### config.mk
export PLATFORM = sky130hd
export DESIGN_NAME = mesh_bounds_and_radii
export DESIGN_NICKNAME = d
export VERILOG_FILES = /design/src/rtl/core/mbr_pkg.sv /design/src/rtl/core/mbr_front.sv /design/src/rtl/core/mbr_queue.sv /design/src/rtl/core/mbr_isqrt.sv /design/src/rtl/core/mbr_back.sv /design/src/rtl/core/mesh_bounds_and_radii.sv
export SDC_FILE = /design/constraint.sdc
export NUM_CORES = 2
export LEC_CHECK = 0
export ABC_AREA = 1
export BUFFER_PORTS_ARGS = -buffer_cell sky130_fd_sc_hd__clkbuf_2
export CAP_MARGIN = 40
export CORE_MARGIN = 2
export CORE_UTILIZATION = 60
export DETAILED_ROUTE_END_ITERATION = 8
export PLACE_DENSITY = 0.81
export SYNTH_ARGS = -nofsm -noshare
export SYNTH_HDL_FRONTEND = slang
export SYNTH_HIERARCHICAL = 1
export SYNTH_SLANG_ARGS = --single-unit
### constraint.sdc
create_clock -name clk -period 13.7 [get_ports clk]
set_input_delay 1.37 -clock clk [delete_from_list [all_inputs] [get_ports clk]]
set_output_delay 1.37 -clock clk [all_outputs]
set_load 0.02 [all_outputs]
### src/rtl/core/mbr_pkg.sv
// Shared types and constants for the mesh bounds and radii block.
`timescale 1ns / 1ps
`default_nettype none

package mbr_pkg;

	// Back end control states
	typedef enum logic [1:0] {
		BK_IDLE,
		BK_ROOT,
		BK_FIN
	} bk_state_t;

	// 10000*s >= (100r+1)^2 with s = r^2 + rem reduces to RND_SCALE*rem > r
	localparam int RND_SCALE = 50;

	// Snapshot layout: six box bounds, then the two squares (2*cb each)
	function automatic int snap_bits(input int cb);
		return 10 * cb;
	endfunction

endpackage

`default_nettype wire

### src/rtl/core/mbr_front.sv
// Front end: squares pipeline and running box / square accumulators.
`timescale 1ns / 1ps
`default_nettype none

module mbr_front #(
	parameter int CB = 16
) (
	input  logic                                clk,
	input  logic                                arst_n,
	input  logic signed [CB-1:0]                coord_x,
	input  logic signed [CB-1:0]                coord_y,
	input  logic signed [CB-1:0]                coord_z,
	input  logic                                last_vertex,
	input  logic                                in_valid,
	output logic                                in_ready,
	output logic                                snap_push,
	output logic [mbr_pkg::snap_bits(CB)-1:0]   snap_data,
	input  logic                                snap_full
);
	import mbr_pkg::*;

	localparam int SW = 2 * CB;
	localparam logic signed [CB-1:0] MAXV = {1'b0, {(CB-1){1'b1}}};
	localparam logic signed [CB-1:0] MINV = {1'b1, {(CB-1){1'b0}}};

	logic                 adv;
	logic signed [SW-1:0] sq_x, sq_y, sq_z;

	logic                 v_s1, last_s1;
	logic signed [CB-1:0] x_s1, y_s1, z_s1;
	logic [SW-1:0]        xx_s1, yy_s1, zz_s1;

	logic                 v_s2, last_s2;
	logic signed [CB-1:0] x_s2, y_s2, z_s2;
	logic [SW-1:0]        across_s2, whole_s2;

	logic signed [CB-1:0] least_x_q, most_x_q, least_y_q, most_y_q, least_z_q, most_z_q;
	logic [SW-1:0]        wide_q, far_q;

	logic signed [CB-1:0] nlx, nmx, nly, nmy, nlz, nmz;
	logic [SW-1:0]        nwide, nfar;

	// only a finished mesh blocked by a full queue holds the pipe
	assign adv      = !(v_s2 && last_s2 && snap_full);
	assign in_ready = adv;

	assign sq_x = SW'(coord_x) * SW'(coord_x);
	assign sq_y = SW'(coord_y) * SW'(coord_y);
	assign sq_z = SW'(coord_z) * SW'(coord_z);

	always_ff @(posedge clk or negedge arst_n) begin
		if (!arst_n) begin
			v_s1 <= 1'b0;
			v_s2 <= 1'b0;
		end else if (adv) begin
			v_s1 <= in_valid;
			v_s2 <= v_s1;
		end
	end

	always_ff @(posedge clk) begin
		if (adv) begin
			x_s1      <= coord_x;
			y_s1      <= coord_y;
			z_s1      <= coord_z;
			last_s1   <= last_vertex;
			xx_s1     <= sq_x;
			yy_s1     <= sq_y;
			zz_s1     <= sq_z;
			x_s2      <= x_s1;
			y_s2      <= y_s1;
			z_s2      <= z_s1;
			last_s2   <= last_s1;
			across_s2 <= xx_s1 + zz_s1;
			whole_s2  <= xx_s1 + yy_s1 + zz_s1;
		end
	end

	always_comb begin
		nlx   = (x_s2 < least_x_q) ? x_s2 : least_x_q;
		nmx   = (x_s2 > most_x_q)  ? x_s2 : most_x_q;
		nly   = (y_s2 < least_y_q) ? y_s2 : least_y_q;
		nmy   = (y_s2 > most_y_q)  ? y_s2 : most_y_q;
		nlz   = (z_s2 < least_z_q) ? z_s2 : least_z_q;
		nmz   = (z_s2 > most_z_q)  ? z_s2 : most_z_q;
		nwide = (across_s2 > wide_q) ? across_s2 : wide_q;
		nfar  = (whole_s2 > far_q)   ? whole_s2  : far_q;
	end

	assign snap_push = v_s2 && last_s2 && !snap_full;
	assign snap_data = {nlx, nmx, nly, nmy, nlz, nmz, nwide, nfar};

	always_ff @(posedge clk or negedge arst_n) begin
		if (!arst_n) begin
			least_x_q <= MAXV;
			most_x_q  <= MINV;
			least_y_q <= MAXV;
			most_y_q  <= MINV;
			least_z_q <= MAXV;
			most_z_q  <= MINV;
			wide_q    <= '0;
			far_q     <= '0;
		end else if (v_s2 && adv) begin
			if (last_s2) begin
				least_x_q <= MAXV;
				most_x_q  <= MINV;
				least_y_q <= MAXV;
				most_y_q  <= MINV;
				least_z_q <= MAXV;
				most_z_q  <= MINV;
				wide_q    <= '0;
				far_q     <= '0;
			end else begin
				least_x_q <= nlx;
				most_x_q  <= nmx;
				least_y_q <= nly;
				most_y_q  <= nmy;
				least_z_q <= nlz;
				most_z_q  <= nmz;
				wide_q    <= nwide;
				far_q     <= nfar;
			end
		end
	end

endmodule

`default_nettype wire

### src/rtl/core/mbr_queue.sv
// Two-entry queue of finished mesh snapshots between front and back end.
`timescale 1ns / 1ps
`default_nettype none

module mbr_queue #(
	parameter int W = 8
) (
	input  logic         clk,
	input  logic         arst_n,
	input  logic         push,
	input  logic [W-1:0] din,
	output logic         full,
	input  logic         pop,
	output logic [W-1:0] dout,
	output logic         empty
);
	localparam int DEPTH = 2;
	localparam int CW    = $clog2(DEPTH + 1);

	logic [W-1:0]  mem_q [DEPTH];
	logic          wr_q, rd_q;
	logic [CW-1:0] cnt_q;

	assign full  = (cnt_q == CW'(DEPTH));
	assign empty = (cnt_q == '0);
	assign dout  = mem_q[rd_q];

	always_ff @(posedge clk) begin
		if (push)
			mem_q[wr_q] <= din;
	end

	// the user must push only when not full and pop only when not empty; the queue does not enforce it
	always_ff @(posedge clk or negedge arst_n) begin
		if (!arst_n) begin
			wr_q  <= 1'b0;
			rd_q  <= 1'b0;
			cnt_q <= '0;
		end else begin
			if (push)
				wr_q <= ~wr_q;
			if (pop)
				rd_q <= ~rd_q;
			cnt_q <= cnt_q + CW'(push) - CW'(pop);
		end
	end

endmodule

`default_nettype wire

### src/rtl/core/mbr_isqrt.sv
// Iterative integer square root, one root bit per cycle, with remainder.
`timescale 1ns / 1ps
`default_nettype none

module mbr_isqrt #(
	parameter int CB = 16
) (
	input  logic            clk,
	input  logic            arst_n,
	input  logic            start,
	input  logic [2*CB-1:0] sq,
	output logic [CB-1:0]   root,
	output logic [CB+1:0]   rem,
	output logic            done
);
	localparam int SW = 2 * CB;
	localparam int NW = $clog2(CB + 1);

	logic [SW-1:0] sh_q;
	logic [CB+1:0] rem_q;
	logic [CB-1:0] root_q;
	logic [NW-1:0] cnt_q;

	logic [CB+1:0] rem_n, trial;
	logic          fit;

	// bring down the next two bits; try root*4+1
	assign rem_n = {rem_q[CB-1:0], sh_q[SW-1 -: 2]};
	assign trial = {root_q, 2'b01};
	assign fit   = (rem_n >= trial);

	always_ff @(posedge clk or negedge arst_n) begin
		if (!arst_n)
			cnt_q <= '0;
		else if (start)
			cnt_q <= NW'(CB);
		else if (cnt_q != '0)
			cnt_q <= cnt_q - NW'(1);
	end

	always_ff @(posedge clk) begin
		if (start) begin
			sh_q   <= sq;
			rem_q  <= '0;
			root_q <= '0;
		end else if (cnt_q != '0) begin
			sh_q   <= {sh_q[SW-3:0], 2'b00};
			rem_q  <= fit ? (rem_n - trial) : rem_n;
			root_q <= {root_q[CB-2:0], fit};
		end
	end

	assign root = root_q;
	assign rem  = rem_q;
	assign done = (cnt_q == '0);

endmodule

`default_nettype wire

### src/rtl/core/mbr_back.sv
// Back end: per-mesh square roots, rounding and the result output register.
`timescale 1ns / 1ps
`default_nettype none

module mbr_back #(
	parameter int CB = 16
) (
	input  logic                               clk,
	input  logic                               arst_n,
	input  logic [mbr_pkg::snap_bits(CB)-1:0]  snap_data,
	input  logic                               snap_empty,
	output logic                               snap_pop,
	output logic                               out_valid,
	input  logic                               out_ready,
	output logic signed [CB-1:0]               box_min_x,
	output logic signed [CB-1:0]               box_max_x,
	output logic signed [CB-1:0]               box_min_y,
	output logic signed [CB-1:0]               box_max_y,
	output logic signed [CB-1:0]               box_min_z,
	output logic signed [CB-1:0]               box_max_z,
	output logic signed [CB-1:0]               cylinder_radius,
	output logic signed [CB-1:0]               sphere_radius
);
	import mbr_pkg::*;

	localparam int SNW = snap_bits(CB);
	localparam int BW  = 6 * CB;
	localparam int PW  = CB + 8;

	bk_state_t state_q, state_d;
	logic      start, load_out;

	logic [BW-1:0]   box_q, out_box_q;
	logic [CB-1:0]   cyl_root, sph_root, cyl_rad_q, sph_rad_q;
	logic [CB+1:0]   cyl_rem, sph_rem;
	logic            cyl_done, sph_done;
	logic            out_valid_q;

	function automatic logic [CB-1:0] round_up(input logic [CB-1:0] r,
	                                           input logic [CB+1:0] rm);
		logic [PW-1:0] scaled;
		scaled = PW'(rm) * PW'(RND_SCALE);
		// wraps at the top, as the result field does
		return r + CB'(scaled > PW'(r));
	endfunction

	mbr_isqrt #(.CB(CB)) u_cyl (
		.clk    (clk),
		.arst_n (arst_n),
		.start  (start),
		.sq     (snap_data[4*CB-1 -: 2*CB]),
		.root   (cyl_root),
		.rem    (cyl_rem),
		.done   (cyl_done)
	);

	mbr_isqrt #(.CB(CB)) u_sph (
		.clk    (clk),
		.arst_n (arst_n),
		.start  (start),
		.sq     (snap_data[2*CB-1:0]),
		.root   (sph_root),
		.rem    (sph_rem),
		.done   (sph_done)
	);

	always_ff @(posedge clk or negedge arst_n) begin
		if (!arst_n)
			state_q <= BK_IDLE;
		else
			state_q <= state_d;
	end

	always_comb begin
		state_d  = state_q;
		snap_pop = 1'b0;
		start    = 1'b0;
		load_out = 1'b0;
		unique case (state_q)
			BK_IDLE: begin
				if (!snap_empty) begin
					snap_pop = 1'b1;
					start    = 1'b1;
					state_d  = BK_ROOT;
				end
			end
			BK_ROOT: begin
				if (cyl_done && sph_done)
					state_d = BK_FIN;
			end
			BK_FIN: begin
				if (!out_valid_q || out_ready) begin
					load_out = 1'b1;
					state_d  = BK_IDLE;
				end
			end
			default: state_d = BK_IDLE;
		endcase
	end

	always_ff @(posedge clk) begin
		if (snap_pop)
			box_q <= snap_data[SNW-1 -: BW];
		if (load_out) begin
			out_box_q <= box_q;
			cyl_rad_q <= round_up(cyl_root, cyl_rem);
			sph_rad_q <= round_up(sph_root, sph_rem);
		end
	end

	always_ff @(posedge clk or negedge arst_n) begin
		if (!arst_n)
			out_valid_q <= 1'b0;
		else
			out_valid_q <= load_out || (out_valid_q && !out_ready);
	end

	assign out_valid       = out_valid_q;
	assign box_min_x       = out_box_q[6*CB-1 -: CB];
	assign box_max_x       = out_box_q[5*CB-1 -: CB];
	assign box_min_y       = out_box_q[4*CB-1 -: CB];
	assign box_max_y       = out_box_q[3*CB-1 -: CB];
	assign box_min_z       = out_box_q[2*CB-1 -: CB];
	assign box_max_z       = out_box_q[CB-1:0];
	assign cylinder_radius = cyl_rad_q;
	assign sphere_radius   = sph_rad_q;

endmodule

`default_nettype wire

### src/rtl/core/mesh_bounds_and_radii.sv
// A last vertex passes s1 and s2, the snapshot queue, the back end's bit-serial square
// roots (one mesh at a time) and output register; two finished meshes can queue ahead.
// Throughput: one vertex per cycle unless a finished mesh meets a full queue.
// Reset: arst_n clears the pipeline valids, the accumulators to an empty box,
// the queue and the back-end state machine; no clearing pass is needed.
`timescale 1ns / 1ps
`default_nettype none

module mesh_bounds_and_radii #(
	parameter int COORD_BITS = 16
) (
	input  logic                        clk,
	input  logic                        arst_n,
	input  logic                        in_valid,
	output logic                        in_ready,
	input  logic signed [COORD_BITS-1:0] coord_x,
	input  logic signed [COORD_BITS-1:0] coord_y,
	input  logic signed [COORD_BITS-1:0] coord_z,
	input  logic                        last_vertex,
	output logic                        out_valid,
	input  logic                        out_ready,
	output logic signed [COORD_BITS-1:0] box_min_x,
	output logic signed [COORD_BITS-1:0] box_max_x,
	output logic signed [COORD_BITS-1:0] box_min_y,
	output logic signed [COORD_BITS-1:0] box_max_y,
	output logic signed [COORD_BITS-1:0] box_min_z,
	output logic signed [COORD_BITS-1:0] box_max_z,
	output logic signed [COORD_BITS-1:0] cylinder_radius,
	output logic signed [COORD_BITS-1:0] sphere_radius
);
	import mbr_pkg::*;

	localparam int SNAP_W = snap_bits(COORD_BITS);

	logic              snap_push, snap_full, snap_pop, snap_empty;
	logic [SNAP_W-1:0] snap_in, snap_out;

	mbr_front #(.CB(COORD_BITS)) u_front (
		.clk         (clk),
		.arst_n      (arst_n),
		.coord_x     (coord_x),
		.coord_y     (coord_y),
		.coord_z     (coord_z),
		.last_vertex (last_vertex),
		.in_valid    (in_valid),
		.in_ready    (in_ready),
		.snap_push   (snap_push),
		.snap_data   (snap_in),
		.snap_full   (snap_full)
	);

	mbr_queue #(.W(SNAP_W)) u_queue (
		.clk    (clk),
		.arst_n (arst_n),
		.push   (snap_push),
		.din    (snap_in),
		.full   (snap_full),
		.pop    (snap_pop),
		.dout   (snap_out),
		.empty  (snap_empty)
	);

	mbr_back #(.CB(COORD_BITS)) u_back (
		.clk             (clk),
		.arst_n          (arst_n),
		.snap_data       (snap_out),
		.snap_empty      (snap_empty),
		.snap_pop        (snap_pop),
		.out_valid       (out_valid),
		.out_ready       (out_ready),
		.box_min_x       (box_min_x),
		.box_max_x       (box_max_x),
		.box_min_y       (box_min_y),
		.box_max_y       (box_max_y),
		.box_min_z       (box_min_z),
		.box_max_z       (box_max_z),
		.cylinder_radius (cylinder_radius),
		.sphere_radius   (sphere_radius)
	);

endmodule

`default_nettype wire

==> flow_summary.yaml <==
worst_setup_path:
  crit_start: "coord_z[2]"
  cp-start-kind: "input pin"
  path_buf_inv: 4
  cpPeakStageDelay_ns: 0.93
  endpoint_kind: "flip-flop"
  criticalPathCategory: "in -> reg"
  worstReg2RegStart: "u_back/u_sph/rem[10]$_SDFFE_PP0N_"
  cp.arrival_ns: 7.20
  worstPathCellList: "clkbuf_2, nand2_1, inv_1, fa_1, fa_1, fa_1, fa_1, fa_1, inv_1, fa_1, inv_1, ha_1, a21oi_1, o21ai_0, a221oi_1, nand3_1, nand2_1, nand2_1"
  crit_family: "adder cells"
  path_common_cell: "fa_1"
  cp.required_ns: 14.16
  cp_slowest_cell: "fa_1"
  cp_max_fo: 18
timing:
  finalSetupViolations: 0
  fin_setup_tns_ns: 0
  fin_crit_sh_pct: 49.2
  tightest_slew_ns: 1.02
  slew_headroom_pct: 31.8
  finalClockSkew_ns: 0.0932
  slew_violations: 0
  hold_violations: 0
  max_freq_mhz: 148
  grt_setup_unrepaired: "false"
  period_minus_slack_ns: 6.74
clocking:
  clk-insertion-delay-late_ns: 0.78
  hold_buffers: 0
  cts_buffers: 108
  clockBufferDepth: 3
  cts_setup_buffers: 0
  cts_tree: "yes"
  cts-root-buf: "clkbuf_16"
  cts_sinks: 1107
  h-tree-depth: 3
  cts_resized: 0
  path_clk_slew_ns: 0.07
drt:
  wl_um: 209000
  wl_per_cell_um: 18.3
  vias: 62504
  drt-initial-drc-count: 4980
  vias_per_cell: 5.47
  first_pass_iters: 8
  drc: 0
  ant_nets: 0
die:
  rows: 138
  initial_core_util_pct: 60.6
  io_pins: 183
  die_w_um: 383
  chipHeight_um: 383
  dieArea_mm2: 0.146
  core_mm2: 0.142
logic_synthesis:
  syn_area_per_cell_um2: 9.20
  synth_area_mm2: 0.0860
  ys_seq_elements: 1107
  synthCells: 9353
  synth_edf_count: 860
  synth-async-reset-ratio_pct: 16.2
  synthFlopType: "edfxtp_1"
  yosysSeqAreaShare_pct: 36.9
  yosys_warnings: 6
  ys_types: 66
placed_design:
  gp_congestion: 0.968
  hpwlAfterDp_um: 160000
  port_buffers: 182
  place_area_mm2: 0.0886
  dpl.cell_count: 11224
hold_path:
  hold_path.class: "reg -> reg"
  min_from: "u_back/box_q[19]$_DFFE_PP_"
layout:
  design_area_mm2: 0.0925
  final_core_util_pct: 65.1
  area_growth_pct: 7.46
  mostFrequentLayoutCell: "nand2_1"
  final_cell_mix: "2,220 x nand2_1, 2,136 x inv_1, 860 x edfxtp_1"
  fin_nets: 10935
  stdcell_count: 11435
  layout-drive-gt1-share_pct: 6.83
global_routing:
  grt_pass1_wl_um: 338000
  grt_start_max_net_pins: 191
  gr-usage-all-layers_pct: 29.1
  antenna_found_initial: 3
  grt_pass1_vias: 64546
  gr-total-overflow: 0
status:
  status: "completed"
job:
  cap_violations: 0
==> worst paths after layout <==
path                                                       to  slack [ns]  cells after the start
hold / removal                 u_back/out_box_q[19]$_DFFE_PP_        0.38                      0
min in group asynchronous    u_front/most_z_q[14]$_DFFE_PN0P_        0.60                      1
max in group asynchronous            u_queue/rd_q$_DFFE_PN0P_       11.72                      2
hold reg to reg                u_back/out_box_q[19]$_DFFE_PP_        0.38                      0
setup / recovery                  u_front/zz_s1[28]$_DFFE_PN_        6.96                     18
setup reg to reg           u_back/sphere_radius[15]$_DFFE_PP_        7.87                     30
==> worst register-to-register path, delay by kind of cell, from the launching register on <==
| kind | cells | cell delay, ns |
|---|---|---|
| and+or+nand+nor | 18 | 2.27 |
| adders and majority gates | 6 | 2.03 |
| DFF | 1 | 0.49 |
| xor gates and xnor gates | 2 | 0.38 |
| AOI/OAI and AO/OA | 1 | 0.25 |
| buffers and inverters | 3 | 0.16 |
==> through the flow <==
step           hold slack, ns  setup slack (ns)
6_report                0.379              6.96
5_1_grt                 0.379              6.64
4_1_cts                 0.369              7.07
3_5_place_dp            0.405              6.26
3_3_place_gp            0.403              6.25
2_1_floorplan           0.400              5.60
==> cell usage after synthesis, types with 10 or more instances <==
cell type	number	area (µm²)
nand3b_1	10	75.1
dfxtp_1	68	1360
nand3_2	22	220
o21ai_2	97	850
nor2_2	12	75.1
nor3_1	52	260
and2_1	81	507
nor2_1	306	1150
xor2_1	176	1540
buf_4	24	180
nand2_2	14	87.6
clkbuf_1	138	518
xnor2_1	74	648
nand4_1	56	350
ha_1	680	8510
nand2_1	2221	8340
o22ai_1	34	213
dfstp_2	48	1260
dfrtp_1	131	3280
buf_6	34	383
inv_1	2139	8030
edfxtp_1	860	25800
o21ai_0	211	1060
or2_2	13	81.3
a21oi_1	303	1520
a21o_1	23	173
buf_2	35	175
nand3_1	488	2440
nor4_1	11	68.8
o21bai_1	40	300
o21ai_1	68	340
fa_1	758	15200
o21a_1	14	105
==> flip-flops by register name, indices dropped and copies added (netlist names), 30 cells and up <==
name               flops
u_front/yy_s1         30
u_front/xx_s1         30
u_back/out_box_q      96
u_front/far_q         32
u_back/box_q          96
u_front/whole_s2      32
u_front/wide_q        32
u_back/u_sph/sh_q     32
u_front/across_s2     32
u_queue/mem_q        320
u_back/u_cyl/sh_q     32
u_front/zz_s1         30
==> kinds of logic (layout without fill, tap and decap cells) <==
family,after synthesis,in the layout,synth area share (%)
buffers and inverters,2390,2575,10.9
flip-flops,1107,1107,36.9
multiplexers,1,1,0.0131
XOR/XNOR,250,250,2.55
adder cells (fa/ha/maj),1438,1438,27.5
other,1,8,0.00436
AO/OA/AOI/OAI,848,848,5.83
AND/OR/NAND/NOR,3318,3318,16.3
==> layout make-up <==
class | count | area [µm²]
antenna | 5 | 12.5
clock buffer | 135 | 2860
clock inverter | 71 | 993
fill | 10963 | 49500
inverter | 2153 | 8090
multi-input combinational | 5858 | 45000
sequential | 1107 | 31700
tap | 1890 | 2360
timing repair buffer | 216 | 1420
==> routing by layer <==
layer	track usage (%)	vias to the layer above	routed length, µm
li1	-	29387	-
met1	38.0	30400	84400
met2	49.5	2251	102000
met3	3.51	464	13100
met4	12.1	2	9260
met5	0	-	14
Power is left out: the tool's default activity adds up to more than one toggle a clock period on the data nets, which glitch-free logic cannot reach.
